$ cat src/rtl/skad_pkg.sv
// ----------------------------------------------------------------------------
// skad_pkg: shared types and constants for the SimCC keypoint argmax decoder
// Record format between front and back, register codes, reset values and
// the bin/keypoint count clamp.
// ----------------------------------------------------------------------------
package skad_pkg;

  // Default sizing of the block
  localparam int unsigned MAX_BINS_DEF    = 1024;
  localparam int unsigned MAX_KP_DEF      = 256;
  localparam int unsigned SCORE_W_DEF     = 16;
  localparam int unsigned QUEUE_DEPTH_DEF = 4;

  // Widest bin index the record carries (MAX_BINS up to 4096)
  localparam int unsigned IDX_MAX_W = 12;
  // Product of a bin index and a Q8.8 scale
  localparam int unsigned PROD_W    = IDX_MAX_W + 16;

  // Configuration port
  localparam int unsigned CFG_ADDR_W = 3;
  localparam int unsigned CFG_DATA_W = 16;

  typedef enum logic [CFG_ADDR_W-1:0] {
    REG_X_BIN_COUNT    = 3'd0,
    REG_Y_BIN_COUNT    = 3'd1,
    REG_KEYPOINT_COUNT = 3'd2,
    REG_SCALE_X        = 3'd3,
    REG_SCALE_Y        = 3'd4
  } cfg_reg_e;

  // Register reset values
  localparam logic [10:0] X_BIN_COUNT_RST    = 11'd576;
  localparam logic [10:0] Y_BIN_COUNT_RST    = 11'd786;
  localparam logic [8:0]  KEYPOINT_COUNT_RST = 9'd133;
  localparam logic [15:0] SCALE_X_RST        = 16'd128;
  localparam logic [15:0] SCALE_Y_RST        = 16'd128;

  // One decoded keypoint, handed from front to back
  typedef struct packed {
    logic [7:0]           kp_id;
    logic [IDX_MAX_W-1:0] x_idx;
    logic [IDX_MAX_W-1:0] y_idx;
    logic [15:0]          score;
    logic                 found;
  } kp_rec_t;

  // Zero counts as one, anything above the limit as the limit
  function automatic int unsigned clamp_count(int unsigned c, int unsigned hi);
    int unsigned r;
    if (c == 0) begin
      r = 1;
    end else if (c > hi) begin
      r = hi;
    end else begin
      r = c;
    end
    return r;
  endfunction

endpackage

$ cat src/rtl/skad_front.sv
// ----------------------------------------------------------------------------
// skad_front: bin intake and running argmax
// Takes one bin score per transfer, tracks the per-axis maximum and its first
// index, and pushes one record into the queue after the last y bin.
// ----------------------------------------------------------------------------
module skad_front #(
  parameter int unsigned MAX_BINS      = skad_pkg::MAX_BINS_DEF,
  parameter int unsigned MAX_KEYPOINTS = skad_pkg::MAX_KP_DEF,
  parameter int unsigned SCORE_WIDTH   = skad_pkg::SCORE_W_DEF
) (
  input  logic                    clk_i,
  input  logic                    rst_ni,
  input  logic [10:0]             x_bin_count_i,
  input  logic [10:0]             y_bin_count_i,
  input  logic [8:0]              keypoint_count_i,
  input  logic                    in_valid_i,
  output logic                    in_ready_o,
  input  logic [SCORE_WIDTH-1:0]  bin_score_i,
  input  logic                    crop_start_i,
  input  logic                    queue_full_i,
  output logic                    push_o,
  output skad_pkg::kp_rec_t       rec_o
);

  localparam int unsigned IDX_W = $clog2(MAX_BINS);
  localparam int unsigned CNT_W = IDX_W + 1;
  localparam int unsigned KP_W  = (MAX_KEYPOINTS > 1) ? $clog2(MAX_KEYPOINTS) : 1;

  logic signed [SCORE_WIDTH-1:0] best_x_q, best_y_q;
  logic [IDX_W-1:0]              best_x_idx_q, best_y_idx_q;
  logic [IDX_W-1:0]              bin_cnt_q, bin_cnt_d;
  logic                          on_y_q, on_y_d;
  logic [KP_W-1:0]               kp_q, kp_d;

  logic                          accept;
  logic signed [SCORE_WIDTH-1:0] score_in;
  logic [IDX_W-1:0]              cnt_eff;
  logic                          axis_eff;
  logic [KP_W-1:0]               kp_eff;
  logic                          take_x, take_y;
  logic [CNT_W-1:0]              count_x, count_y, count_cur, cnt_inc;
  logic                          last_bin;
  logic [KP_W:0]                 kp_inc, kp_lim;
  logic signed [SCORE_WIDTH-1:0] best_y_nxt, sc_min;
  logic [IDX_W-1:0]              best_y_idx_nxt;
  logic signed [31:0]            sc_ext;

  assign in_ready_o = ~queue_full_i;
  assign accept     = in_valid_i & in_ready_o;
  assign score_in   = $signed(bin_score_i);

  // Crop start restarts counters ahead of this bin
  assign cnt_eff  = crop_start_i ? '0 : bin_cnt_q;
  assign axis_eff = crop_start_i ? 1'b0 : on_y_q;
  assign kp_eff   = crop_start_i ? '0 : kp_q;

  // First bin of an axis loads unconditionally; ties keep the earlier bin
  assign take_x = ~axis_eff & ((cnt_eff == '0) | (score_in > best_x_q));
  assign take_y =  axis_eff & ((cnt_eff == '0) | (score_in > best_y_q));

  // Axis end: counter reaches or passes the clamped count
  assign count_x   = CNT_W'(skad_pkg::clamp_count(32'(x_bin_count_i), MAX_BINS));
  assign count_y   = CNT_W'(skad_pkg::clamp_count(32'(y_bin_count_i), MAX_BINS));
  assign count_cur = axis_eff ? count_y : count_x;
  assign cnt_inc   = {1'b0, cnt_eff} + CNT_W'(1);
  assign last_bin  = (cnt_inc >= count_cur);

  // Keypoint id wraps at the clamped keypoint count
  assign kp_inc = {1'b0, kp_eff} + (KP_W + 1)'(1);
  assign kp_lim = (KP_W + 1)'(skad_pkg::clamp_count(32'(keypoint_count_i), MAX_KEYPOINTS));

  assign push_o = accept & last_bin & axis_eff;

  // Next counter state
  always_comb begin
    bin_cnt_d = bin_cnt_q;
    on_y_d    = on_y_q;
    kp_d      = kp_q;
    if (accept) begin
      bin_cnt_d = last_bin ? '0 : cnt_inc[IDX_W-1:0];
      on_y_d    = last_bin ? ~axis_eff : axis_eff;
      kp_d      = kp_eff;
      if (push_o) begin
        kp_d = (kp_inc >= kp_lim) ? '0 : kp_inc[KP_W-1:0];
      end
    end
  end

  // Build the record from the maxima including this bin
  assign best_y_nxt     = take_y ? score_in : best_y_q;
  assign best_y_idx_nxt = take_y ? cnt_eff : best_y_idx_q;
  assign sc_min         = (best_x_q > best_y_nxt) ? best_y_nxt : best_x_q;
  assign sc_ext         = 32'(sc_min);

  always_comb begin
    rec_o.kp_id = 8'(kp_eff);
    rec_o.x_idx = skad_pkg::IDX_MAX_W'(best_x_idx_q);
    rec_o.y_idx = skad_pkg::IDX_MAX_W'(best_y_idx_nxt);
    rec_o.score = sc_ext[15:0];
    rec_o.found = (sc_min > 0);
  end

  // Hold state between transfers
  always_ff @(posedge clk_i or negedge rst_ni) begin
    if (!rst_ni) begin
      best_x_q     <= '0;
      best_y_q     <= '0;
      best_x_idx_q <= '0;
      best_y_idx_q <= '0;
      bin_cnt_q    <= '0;
      on_y_q       <= 1'b0;
      kp_q         <= '0;
    end else begin
      bin_cnt_q <= bin_cnt_d;
      on_y_q    <= on_y_d;
      kp_q      <= kp_d;
      if (accept && take_x) begin
        best_x_q     <= score_in;
        best_x_idx_q <= cnt_eff;
      end
      if (accept && take_y) begin
        best_y_q     <= score_in;
        best_y_idx_q <= cnt_eff;
      end
    end
  end

  // Bin counter stays inside the bin range
  a_cnt_range: assert property (@(posedge clk_i) disable iff (!rst_ni)
    32'(bin_cnt_q) < MAX_BINS)
    else $error("bin counter out of range");

endmodule

$ cat src/rtl/skad_queue.sv
// ----------------------------------------------------------------------------
// skad_queue: small record queue between front and back
// Lets the bin intake run on while results wait on the output side.
// ----------------------------------------------------------------------------
module skad_queue #(
  parameter int unsigned DEPTH = skad_pkg::QUEUE_DEPTH_DEF
) (
  input  logic              clk_i,
  input  logic              rst_ni,
  input  logic              push_i,
  input  skad_pkg::kp_rec_t wr_rec_i,
  output logic              full_o,
  input  logic              pop_i,
  output skad_pkg::kp_rec_t rd_rec_o,
  output logic              empty_o
);

  localparam int unsigned PTR_W = (DEPTH > 1) ? $clog2(DEPTH) : 1;
  localparam int unsigned CNT_W = $clog2(DEPTH + 1);

  skad_pkg::kp_rec_t mem_q [DEPTH];
  logic [PTR_W-1:0]  wr_ptr_q, rd_ptr_q;
  logic [CNT_W-1:0]  count_q;

  assign full_o   = (count_q == CNT_W'(DEPTH));
  assign empty_o  = (count_q == '0);
  assign rd_rec_o = mem_q[rd_ptr_q];

  // Store entries
  always_ff @(posedge clk_i) begin
    if (push_i) begin
      mem_q[wr_ptr_q] <= wr_rec_i;
    end
  end

  // Advance pointers and fill count
  always_ff @(posedge clk_i or negedge rst_ni) begin
    if (!rst_ni) begin
      wr_ptr_q <= '0;
      rd_ptr_q <= '0;
      count_q  <= '0;
    end else begin
      if (push_i) begin
        wr_ptr_q <= (wr_ptr_q == PTR_W'(DEPTH - 1)) ? '0 : wr_ptr_q + PTR_W'(1);
      end
      if (pop_i) begin
        rd_ptr_q <= (rd_ptr_q == PTR_W'(DEPTH - 1)) ? '0 : rd_ptr_q + PTR_W'(1);
      end
      if (push_i && !pop_i) begin
        count_q <= count_q + CNT_W'(1);
      end else if (pop_i && !push_i) begin
        count_q <= count_q - CNT_W'(1);
      end
    end
  end

  a_no_overflow: assert property (@(posedge clk_i) disable iff (!rst_ni)
    push_i |-> !full_o)
    else $error("push into full queue");

  a_no_underflow: assert property (@(posedge clk_i) disable iff (!rst_ni)
    pop_i |-> !empty_o)
    else $error("pop from empty queue");

  a_count_bound: assert property (@(posedge clk_i) disable iff (!rst_ni)
    32'(count_q) <= DEPTH)
    else $error("queue count above depth");

endmodule

$ cat src/rtl/skad_back.sv
// ----------------------------------------------------------------------------
// skad_back: position scaling and result output
// Multiplies the winning bin indices by the per-axis Q8.8 scales, rounds to
// Q12.4 with saturation and drives the result stream from a register.
// ----------------------------------------------------------------------------
module skad_back (
  input  logic              clk_i,
  input  logic              rst_ni,
  input  logic [15:0]       scale_x_i,
  input  logic [15:0]       scale_y_i,
  input  logic              empty_i,
  input  skad_pkg::kp_rec_t rec_i,
  output logic              pop_o,
  output logic              out_valid_o,
  input  logic              out_ready_i,
  output logic [7:0]        keypoint_id_o,
  output logic [15:0]       pos_x_o,
  output logic [15:0]       pos_y_o,
  output logic [15:0]       score_o,
  output logic              found_o
);

  localparam int unsigned PW = skad_pkg::PROD_W;

  // Product stage
  logic              s1_valid_q;
  logic [PW-1:0]     prod_x_q, prod_y_q;
  logic [7:0]        s1_id_q;
  logic [15:0]       s1_score_q;
  logic              s1_found_q;

  // Output stage
  logic              out_valid_q;
  logic [7:0]        out_id_q;
  logic [15:0]       out_pos_x_q, out_pos_y_q, out_score_q;
  logic              out_found_q;

  logic              out_adv;
  logic [15:0]       pos_x_d, pos_y_d;

  // Round half up to Q12.4 and saturate
  function automatic logic [15:0] to_pos(logic [PW-1:0] p);
    logic [PW:0]   sum;
    logic [PW-4:0] sh;
    sum = {1'b0, p} + (PW + 1)'(8);
    sh  = sum[PW:4];
    return (sh > (PW - 3)'(16'hFFFF)) ? 16'hFFFF : sh[15:0];
  endfunction

  assign out_adv = ~out_valid_q | out_ready_i;
  assign pop_o   = ~empty_i & (~s1_valid_q | out_adv);

  assign pos_x_d = s1_found_q ? to_pos(prod_x_q) : 16'd0;
  assign pos_y_d = s1_found_q ? to_pos(prod_y_q) : 16'd0;

  // Multiply the popped record
  always_ff @(posedge clk_i or negedge rst_ni) begin
    if (!rst_ni) begin
      s1_valid_q <= 1'b0;
    end else if (pop_o) begin
      s1_valid_q <= 1'b1;
    end else if (out_adv) begin
      s1_valid_q <= 1'b0;
    end
  end

  always_ff @(posedge clk_i) begin
    if (pop_o) begin
      prod_x_q   <= PW'(rec_i.x_idx) * PW'(scale_x_i);
      prod_y_q   <= PW'(rec_i.y_idx) * PW'(scale_y_i);
      s1_id_q    <= rec_i.kp_id;
      s1_score_q <= rec_i.score;
      s1_found_q <= rec_i.found;
    end
  end

  // Load the output register when it is free or being taken
  always_ff @(posedge clk_i or negedge rst_ni) begin
    if (!rst_ni) begin
      out_valid_q <= 1'b0;
    end else if (out_adv) begin
      out_valid_q <= s1_valid_q;
    end
  end

  always_ff @(posedge clk_i) begin
    if (out_adv && s1_valid_q) begin
      out_id_q    <= s1_id_q;
      out_pos_x_q <= pos_x_d;
      out_pos_y_q <= pos_y_d;
      out_score_q <= s1_score_q;
      out_found_q <= s1_found_q;
    end
  end

  assign out_valid_o   = out_valid_q;
  assign keypoint_id_o = out_id_q;
  assign pos_x_o       = out_pos_x_q;
  assign pos_y_o       = out_pos_y_q;
  assign score_o       = out_score_q;
  assign found_o       = out_found_q;

  // A keypoint that was not found carries zero positions
  a_not_found_zero: assert property (@(posedge clk_i) disable iff (!rst_ni)
    (out_valid_q && !out_found_q) |-> (out_pos_x_q == 16'd0 && out_pos_y_q == 16'd0))
    else $error("nonzero position on a keypoint not found");

endmodule

$ cat src/rtl/simcc_keypoint_argmax_decoder.sv
// ----------------------------------------------------------------------------
// simcc_keypoint_argmax_decoder: SimCC keypoint decoding by per-axis argmax
// Bin scores stream in; one keypoint result streams out per x/y bin set.
// ----------------------------------------------------------------------------
// The decoder takes one bin score per clock: for every keypoint the x-axis
// bins, then the y-axis bins, with tuser marking the first bin of a crop.
// The running argmax is a single compare per bin, so the input side sustains
// one transfer per cycle. After the last y bin a record enters a four-entry
// queue, and from there the result passes through the scale multiplication
// register and then the rounding into the output register. The input stalls
// only when that queue is full, i.e. when the output side has held off for
// several keypoints. Configuration writes are always taken and apply to the
// next bin; write them while no keypoint is in flight.
// ----------------------------------------------------------------------------
module simcc_keypoint_argmax_decoder #(
  parameter int unsigned MAX_BINS      = skad_pkg::MAX_BINS_DEF,
  parameter int unsigned MAX_KEYPOINTS = skad_pkg::MAX_KP_DEF,
  parameter int unsigned SCORE_WIDTH   = skad_pkg::SCORE_W_DEF,
  parameter int unsigned QUEUE_DEPTH   = skad_pkg::QUEUE_DEPTH_DEF
) (
  input  logic                                clk_i,
  input  logic                                rst_ni,
  // Configuration write channel
  input  logic                                cfg_valid_i,
  output logic                                cfg_ready_o,
  input  logic [skad_pkg::CFG_ADDR_W-1:0]     cfg_addr_i,
  input  logic [skad_pkg::CFG_DATA_W-1:0]     cfg_data_i,
  // Bin score input
  input  logic                                s_axis_tvalid,
  output logic                                s_axis_tready,
  input  logic [((SCORE_WIDTH+7)/8)*8-1:0]    s_axis_tdata,  // bin_score
  input  logic                                s_axis_tuser,  // crop_start
  // Keypoint result output
  output logic                                m_axis_tvalid,
  input  logic                                m_axis_tready,
  output logic [55:0]                         m_axis_tdata,  // keypoint_id, pos_x, pos_y, score
  output logic                                m_axis_tuser   // found
);

  logic [10:0]       x_bin_count_q, y_bin_count_q;
  logic [8:0]        keypoint_count_q;
  logic [15:0]       scale_x_q, scale_y_q;

  logic              q_full, q_empty, q_push, q_pop;
  skad_pkg::kp_rec_t wr_rec, rd_rec;

  logic [7:0]        keypoint_id;
  logic [15:0]       pos_x, pos_y, score;
  logic              found;

  // Register file writes
  assign cfg_ready_o = 1'b1;

  always_ff @(posedge clk_i or negedge rst_ni) begin
    if (!rst_ni) begin
      x_bin_count_q    <= skad_pkg::X_BIN_COUNT_RST;
      y_bin_count_q    <= skad_pkg::Y_BIN_COUNT_RST;
      keypoint_count_q <= skad_pkg::KEYPOINT_COUNT_RST;
      scale_x_q        <= skad_pkg::SCALE_X_RST;
      scale_y_q        <= skad_pkg::SCALE_Y_RST;
    end else if (cfg_valid_i && cfg_ready_o) begin
      case (skad_pkg::cfg_reg_e'(cfg_addr_i))
        skad_pkg::REG_X_BIN_COUNT:    x_bin_count_q    <= cfg_data_i[10:0];
        skad_pkg::REG_Y_BIN_COUNT:    y_bin_count_q    <= cfg_data_i[10:0];
        skad_pkg::REG_KEYPOINT_COUNT: keypoint_count_q <= cfg_data_i[8:0];
        skad_pkg::REG_SCALE_X:        scale_x_q        <= cfg_data_i;
        skad_pkg::REG_SCALE_Y:        scale_y_q        <= cfg_data_i;
        default: begin
        end
      endcase
    end
  end

  skad_front #(
    .MAX_BINS      (MAX_BINS),
    .MAX_KEYPOINTS (MAX_KEYPOINTS),
    .SCORE_WIDTH   (SCORE_WIDTH)
  ) u_front (
    .clk_i            (clk_i),
    .rst_ni           (rst_ni),
    .x_bin_count_i    (x_bin_count_q),
    .y_bin_count_i    (y_bin_count_q),
    .keypoint_count_i (keypoint_count_q),
    .in_valid_i       (s_axis_tvalid),
    .in_ready_o       (s_axis_tready),
    .bin_score_i      (s_axis_tdata[SCORE_WIDTH-1:0]),
    .crop_start_i     (s_axis_tuser),
    .queue_full_i     (q_full),
    .push_o           (q_push),
    .rec_o            (wr_rec)
  );

  skad_queue #(
    .DEPTH (QUEUE_DEPTH)
  ) u_queue (
    .clk_i    (clk_i),
    .rst_ni   (rst_ni),
    .push_i   (q_push),
    .wr_rec_i (wr_rec),
    .full_o   (q_full),
    .pop_i    (q_pop),
    .rd_rec_o (rd_rec),
    .empty_o  (q_empty)
  );

  skad_back u_back (
    .clk_i         (clk_i),
    .rst_ni        (rst_ni),
    .scale_x_i     (scale_x_q),
    .scale_y_i     (scale_y_q),
    .empty_i       (q_empty),
    .rec_i         (rd_rec),
    .pop_o         (q_pop),
    .out_valid_o   (m_axis_tvalid),
    .out_ready_i   (m_axis_tready),
    .keypoint_id_o (keypoint_id),
    .pos_x_o       (pos_x),
    .pos_y_o       (pos_y),
    .score_o       (score),
    .found_o       (found)
  );

  // Pack the result fields, lowest first
  assign m_axis_tdata = {score, pos_y, pos_x, keypoint_id};
  assign m_axis_tuser = found;

endmodule

$ cat config.mk
export PLATFORM = sky130hd
export DESIGN_NAME = simcc_keypoint_argmax_decoder
export DESIGN_NICKNAME = d
export VERILOG_FILES = /design/src/rtl/skad_pkg.sv /design/src/rtl/skad_front.sv /design/src/rtl/skad_queue.sv /design/src/rtl/skad_back.sv /design/src/rtl/simcc_keypoint_argmax_decoder.sv
export SDC_FILE = /design/constraint.sdc
export NUM_CORES = 1
export LEC_CHECK = 0
export ABC_AREA = 1
export BUFFER_PORTS_ARGS = -buffer_cell sky130_fd_sc_hd__buf_2
export CORE_MARGIN = 3
export CORE_UTILIZATION = 65
export DETAILED_ROUTE_END_ITERATION = 10
export GPL_TIMING_DRIVEN = 0
export HOLD_SLACK_MARGIN = 0.03
export PLACE_DENSITY = 0.88
export SYNTH_ARGS = -nofsm -noshare
export SYNTH_HDL_FRONTEND = slang
export SYNTH_SLANG_ARGS = --single-unit
$ cat constraint.sdc
create_clock -name clk_i -period 20.2 [get_ports clk_i]
set_clock_uncertainty 0.05 [all_clocks]
set_input_delay 3.03 -clock clk_i [delete_from_list [all_inputs] [get_ports clk_i]]
set_output_delay 3.03 -clock clk_i [all_outputs]
set_load 0.1 [all_outputs]
## Yosys cells after proc, flatten, opt, wreduce, memory -nomap -nowiden

Memory sizes are Yosys's and may differ from the RTL's.
Index checks and enable logic that the tools add are counted.
W data, S select, Z words.

| storage, ports and cells | value |
|---|---|
| register bits after elaboration | 281 |
| memories kept | 1 |
| word-level logic and storage cells | 118 |
| memory bits (writable) | 180 |

| cells by class | value |
|---|---|
| multiplexer cells | 27 |
| $add $sub $neg | 8 |
| $lt $le $gt $ge | 11 |
| reductions and logical operators | 20 |
| bitwise logic cells | 15 |
| multiply operators | 2 |
| eq/ne operators | 7 |

Memories:

| memory | words | width | read ports | clocked after Yosys merged registers in | write ports | line | source |
|---|---|---|---|---|---|---|---|
| u_queue.mem_q | 4 | 45 | 1 | 0 | 1 | skad_queue.sv:21 | `skad_pkg::kp_rec_t mem_q [DEPTH];` |

Operator list:

| cell | number |
|---|---|
| $mux W16 | 4 |
| $add A28 B4 Y29 const B | 2 |
| $mul A12 B16 Y28 | 2 |
| $mux W11 | 5 |
| $gt A25 B16 Y1 const B | 2 |
| $gt A16 B16 Y1 | 3 |
| $mux W10 | 3 |
| $mux W8 | 3 |
| $gt A11 B11 Y1 const B | 2 |
| $logic_not A11 Y1 | 2 |
| $mux W9 | 2 |
| $gt A16 B1 Y1 const B | 1 |
| $add A10 B1 Y11 const B | 1 |
| $ge A11 B11 Y1 | 1 |
| $logic_not A10 Y1 | 1 |
| $reduce_and A2 Y1 | 5 |
| $add A8 B1 Y9 const B | 1 |
| $ge A9 B9 Y1 | 1 |
| $gt A9 B9 Y1 const B | 1 |
| $logic_not A9 Y1 | 1 |
| $and A1 B1 Y1 | 6 |
| $eq A3 B2 Y1 const B | 2 |
| $eq A3 B3 Y1 const B | 2 |
| $logic_not A3 Y1 | 2 |
| other kinds (13) | 35 |

## Longest topological paths before layout

| depth | value |
|---|---|
| depth after elaboration | 11 |
| depth in mapped cells | 38 |
| depth with buffers taken out | 36 |

## Hierarchy

A second synthesis with hierarchy kept.

| second synthesis, totals | value |
|---|---|
| cell total of the unflattened synthesis | 3994 |
| area total of the unflattened synthesis | 35202.5 um^2 |

By module, submodules not included:

| module | seq. area each (um^2) | area an instance (um^2) | cells each | instances |
|---|---|---|---|---|
| skad_back | 4013.8 | 18581.6 | 2244 | 1 |
| skad_queue | 6060.8 | 8225.4 | 624 | 1 |
| skad_front | 1776.7 | 5848.1 | 840 | 1 |
| simcc_keypoint_argmax_decoder | 1590.3 | 2547.4 | 286 | 1 |

## Least setup slack after synthesis

Ideal clock, no wire load.

| timing | value |
|---|---|
| path kind | input to register |
| from | in s_axis_tuser |
| to | mem u_queue.mem_q[0][0] (netlist bit) (enable) |
| cell stages on the path | 16 |
| arrival | 7.545 ns |
| setup time | 0.448 ns |
| data required time | 19.702 ns |
| setup slack | 12.157 ns |
| cells stage by stage | buf_2 buf_1 nor2_1 clkbuf_1 o21ai_0 nor2_1 a22o_1 inv_1 ha_1 nand4_1 o311ai_0 inv_1 nor2_1 nand2_1 clkbuf_1 nor2_1 |

| on the way | value |
|---|---|
| cells in the longest elaborated chain, start to end | 7 |

Ends and longest elaborated chain:

| what | line | source |
|---|---|---|
| from (decl) | simcc_keypoint_argmax_decoder.sv:32 | `input logic s_axis_tuser,` |
| $mux W10 / $mux W1 (equally long branches) | skad_front.sv:53, skad_front.sv:54 |  |
| $add A10 B1 Y11 / $mux W11 (equally long branches) | skad_front.sv:65, skad_front.sv:64 |  |
| $ge A11 B11 Y1 | skad_front.sv:66 | `assign last_bin = (cnt_inc >= count_cur);` |
| $and A1 B1 Y1 | skad_front.sv:72 | `assign push_o = accept & last_bin & axis_eff;` |
| $and A1 B1 Y1 * | skad_front.sv:72 |  |
| $mux W1 * | skad_queue.sv:31 | `if (push_i) begin` |
| $mux W1 (not written as such) * | skad_queue.sv:32 | `mem_q[wr_ptr_q] <= wr_rec_i;` |
| to (decl) | skad_queue.sv:21 |  |

Every way passes the cells marked *; elsewhere a longest branch is shown, timed or not.

## Worst setup path after layout

| timing | value |
|---|---|
| from | reg u_queue.rd_ptr_q[0] |
| to | reg u_back.prod_x_q[26] (data pin) |

| on the way | value |
|---|---|
| cells in the longest elaborated chain, start to end | 2 |

Ends and longest elaborated chain:

| what | line | source |
|---|---|---|
| from (decl) | skad_queue.sv:22 | `logic [PTR_W-1:0] wr_ptr_q, rd_ptr_q;` |
| from (signal assigned) | skad_queue.sv:47 | `rd_ptr_q <= (rd_ptr_q == PTR_W'(DEPTH - 1)) ? '0 : rd_ptr_q + PTR_W'(1);` |
| $mem_v2 Z4 W45 | -- |  |
| $mul A12 B16 Y28 | skad_back.sv:69 | `prod_x_q <= PW'(rec_i.x_idx) * PW'(scale_x_i);` |
| to (signal assigned) | skad_back.sv:69 |  |
| to (decl) | skad_back.sv:27 | `logic [PW-1:0] prod_x_q, prod_y_q;` |

Every way passes these cells.
A chain may end at the register's enable or synchronous reset.

==> results summary <==
The count of antenna-violating nets left after detailed routing is 0. The slowest cell on the critical path is sky130_fd_sc_hd__fa_1. The wire length on met2 is 36500 um. The width of the chip came out at 224 um. The cts-stage hold buffer count is 0. The number of warning messages in the yosys log came out at 0. The area fraction of the dominant cell type after synthesis is 30.4%. The maximum net fanout on the critical path is 10. The proportion of layout cells with a drive suffix above 1 came out at 7.30%. Synthesis produced a netlist with a net count of 3770. The critical path is of the reg -> reg type.

For the finished layout, the period the worst path requires is 7840 ps. Summing all flip-flop and latch instances after layout gives 13000 um2. Global routing used 30.6% of the available tracks. Compared with the post-synthesis result, the final layout area differs by 10.6%.

The total placed instance area came out at 32300 um2. The summed instance area of the synthesized netlist came out at 30800 um2. u_queue.mem_q holds more flip-flops than any other register. Using the TritonRoute via totals, the vias-per-cell ratio works out to 5.83. The launching element type of the critical path is a flop. The worst slack at placement is 12000 ps.

The floorplan die height is 224 um. The summed area of non-filler cells in the final layout is 34100 um2. Derived from the worst setup path, the maximum achievable clock frequency is 128 MHz.

The worst setup margin came out at 12360 ps. The stage delay of the slowest cell on the critical path is 570 ps. The level count of the clock H-tree is 2. Wires add up to 74800 um. Global routing finished with a remaining overflow of 0. The number of instances resized during post-cts repair came out at 0. The global-route wire length before repair is 122000 um. The mean instance size in the synthesized netlist came out at 9.38 um2. The cell count after synthesis came out at 3287. The final estimated routing congestion in global placement came out at 0.950.

For this run, asynchronously set or reset flops after synthesis account for 31.4%. The CTS tree is built. The worst hold path begins at u_back.s1_score_q[9]$_DFFE_PP_. The core region area came out at 46800 um2. The number of global-route vias before repair was 24300. Once the floorplan was initialized, standard cells occupied 66.0% of the core. In this run the count of I/O pins placed on the die edge is 101.

The sink count of the clock tree came out at 455. The slew at the pin with the worst max-slew slack is 863 ps. The flow ran to the end, and the final reports show no timing, DRC or antenna violations. The register with the most flip-flops in the layout has 180 of them.

The final total negative setup slack is 0 ps. The max-capacitance violation count came out at 0. Input and output buffers added on the ports amount to 98. The post-CTS clock slew at the launch and capture registers of the worst setup and hold paths is 60 ps.

The pre-antenna-repair detailed-routing pass consisted of 6 iterations. The path with the worst hold slack has its endpoint at u_back.score_o[9]$_DFFE_PP_. The required time at the endpoint of the critical path came out at 20490 ps.

The count of cells along the worst register-to-register path is 29. Measured against its own limit, the worst slew margin works out to 41.8%. The total number of vias came out at 23800. Setup repair after global routing left no endpoint under its margin. In the synthesized netlist the dominant register cell turns out to be sky130_fd_sc_hd__edfxtp_1. The number of buffers and inverters on the critical path is 9.

The hold path depth is 0. The hold violation count in the final report came out at 0. The arrival time at the worst endpoint came out at 8130 ps.

The critical register-to-register path endpoint is u_back.prod_x_q[26]$_DFFE_PP_. In this run the top signal layer used is met4. For this block, wires on met1 add up to 27500 um.

The maximum number of pins on one net before global-route repair is 74. Sequential elements use 42.0% of the synthesized area. Clock latency on the worst-skew pair, taken at its later pin, is 610 ps. The average routed wire per standard cell came out at 18.3 um. Across all register-to-register paths, the minimum setup slack is 12360 ps. Summed over all instances, the cell type with the most area after synthesis is sky130_fd_sc_hd__edfxtp_1. Yosys mapped a number of flops with a built-in enable equal to 312.

The area used by multi-input combinational logic came out at 15300 um2. After legalization and detailed placement, the total HPWL measured 54400 um. In this run the worst hold path is classified as reg -> reg. The final net count came out at 3925. The clock tree root buffer cell is sky130_fd_sc_hd__clkbuf_16. The post-synthesis sequential element count is 455. The maximum buffer depth of the clock tree came out at 3. The standard-cell row count is 79. The final number of max-transition violations came out at 0. The final-report setup violation count came out at 0.

Sorting the synthesized cells by area gives the leading types as sky130_fd_sc_hd__edfxtp_1 30%, sky130_fd_sc_hd__fa_1 15%, sky130_fd_sc_hd__dfrtp_1 11%, sky130_fd_sc_hd__ha_1 8.7%, sky130_fd_sc_hd__nand2_1 7.7%. The commonest cells after synthesis are 630 x sky130_fd_sc_hd__nand2_1, 568 x sky130_fd_sc_hd__inv_1, 332 x sky130_fd_sc_hd__nor2_1. The TritonCTS buffer count came out at 47. The die covers 50100 um2. By instance count, the leading cell after synthesis is sky130_fd_sc_hd__nand2_1. The number of filler instances in the final layout is 3058. The number of diodes added for antenna fixing came out at 0. In this design, the largest share of critical-path delay is due to adder cells. In the final layout, the registers with the most flip-flops are u_queue.mem_q x180, u_back.prod_x_q x25, u_back.prod_y_q x25. The launch instance of the worst register-to-register path is u_queue.rd_ptr_q[0]$_DFFE_PN0P_. The buffers inserted during post-CTS setup optimization is 0. The worst hold slack across all endpoints is 371 ps.

The number of DRC markers in iteration 0 came out at 2805. The initial antenna violation count came out at 0. The amount of wire on met3 after detailed routing came out at 7050 um. Dividing the final minimum period by the clock period gives 38.8%. After detailed routing, the number of remaining DRC violations is 0. The worst setup path is captured at a flop. The count of distinct cell types in the synthesized netlist came out at 56.
placed cells by master, fill, tap and decap left out, types with 5 or more instances in the layout:
cell type / instances
sky130_fd_sc_hd__a21oi_1: 104
sky130_fd_sc_hd__a22oi_1: 6
sky130_fd_sc_hd__and2_1: 15
sky130_fd_sc_hd__buf_1: 15
sky130_fd_sc_hd__buf_12: 5
sky130_fd_sc_hd__buf_2: 101
sky130_fd_sc_hd__bufinv_16: 11
sky130_fd_sc_hd__clkbuf_1: 84
sky130_fd_sc_hd__clkbuf_16: 48
sky130_fd_sc_hd__clkbuf_2: 6
sky130_fd_sc_hd__clkinv_1: 7
sky130_fd_sc_hd__dfrtp_1: 132
sky130_fd_sc_hd__dfstp_2: 11
sky130_fd_sc_hd__edfxtp_1: 312
sky130_fd_sc_hd__fa_1: 227
sky130_fd_sc_hd__ha_1: 215
sky130_fd_sc_hd__inv_1: 567
sky130_fd_sc_hd__nand2_1: 630
sky130_fd_sc_hd__nand2_2: 5
sky130_fd_sc_hd__nand3_1: 141
sky130_fd_sc_hd__nand3b_1: 8
sky130_fd_sc_hd__nand4_1: 21
sky130_fd_sc_hd__nor2_1: 328
sky130_fd_sc_hd__nor2_2: 15
sky130_fd_sc_hd__nor2_4: 9
sky130_fd_sc_hd__nor3_1: 21
sky130_fd_sc_hd__nor4_1: 16
sky130_fd_sc_hd__o211ai_1: 6
sky130_fd_sc_hd__o21ai_0: 220
sky130_fd_sc_hd__o21bai_1: 7
sky130_fd_sc_hd__o22ai_1: 26
sky130_fd_sc_hd__o311ai_0: 5
sky130_fd_sc_hd__xnor2_1: 26
sky130_fd_sc_hd__xor2_1: 60
per-layer routing:
metal / up-vias / track usage [%]
met2: 1370 / 51.4
met3: 296 / 6.21
met4: 0 / 14.1
met5: - / 0
met1: 11300 / 38.6
li1: 10800 / -
worst max path at each step:
| stage | slack [ps] | end | cells after the start | startpoint |
|---|---|---|---|---|
| after CTS | 12490 | u_back.prod_x_q[26]$_DFFE_PP_ | 29 | u_queue.rd_ptr_q[0]$_DFFE_PN0P_ |
| after floorplan | 12160 | u_queue.mem_q[0][0]$_DFFE_PP_ | 16 | s_axis_tuser |
| final | 12360 | u_back.prod_x_q[26]$_DFFE_PP_ | 29 | u_queue.rd_ptr_q[0]$_DFFE_PN0P_ |
| after global routing | 11940 | u_back.prod_x_q[26]$_DFFE_PP_ | 29 | u_queue.rd_ptr_q[0]$_DFFE_PN0P_ |
| after global placement | 9950 | u_queue.mem_q[0][6]$_DFFE_PP_ | 16 | s_axis_tuser |
| after detailed placement | 12000 | u_queue.count_q[2]$_DFFE_PN0P_ | 22 | s_axis_tuser |
logic make-up (layout without fill, tap and decap cells):
| family | count (synthesis) | in the layout | share of synthesized area, % |
|---|---|---|---|
| other | 1 | 1 | 0.0122 |
| XOR/XNOR | 86 | 86 | 2.44 |
| AND/OR/NAND/NOR | 1223 | 1223 | 16.6 |
| AO/OA/AOI/OAI | 401 | 401 | 7.08 |
| adder cells (fa/ha/maj) | 442 | 442 | 23.5 |
| flip-flops | 455 | 455 | 42.0 |
| buffers and inverters | 679 | 873 | 8.34 |
stage by stage:
step	cells	util (%)
final	4088	73.0
after global routing	4088	73.0
after CTS	4088	73.0
after detailed placement	4000	69.1
after global placement	3992	68.6
after floorplan	3287	-
layout make-up:
type	count	area share [%]
repair buffers	106	1.99
multi-input cells	2153	45.0
flip-flops and latches	455	38.0
clock buffers	57	3.74
well taps	607	2.23
plain buffers	106	1.24
clock inverters	31	1.53
inverters	573	6.31
Power is not shown: default switching activity piles up to over one toggle a cycle in this logic, so the estimate is an artifact.
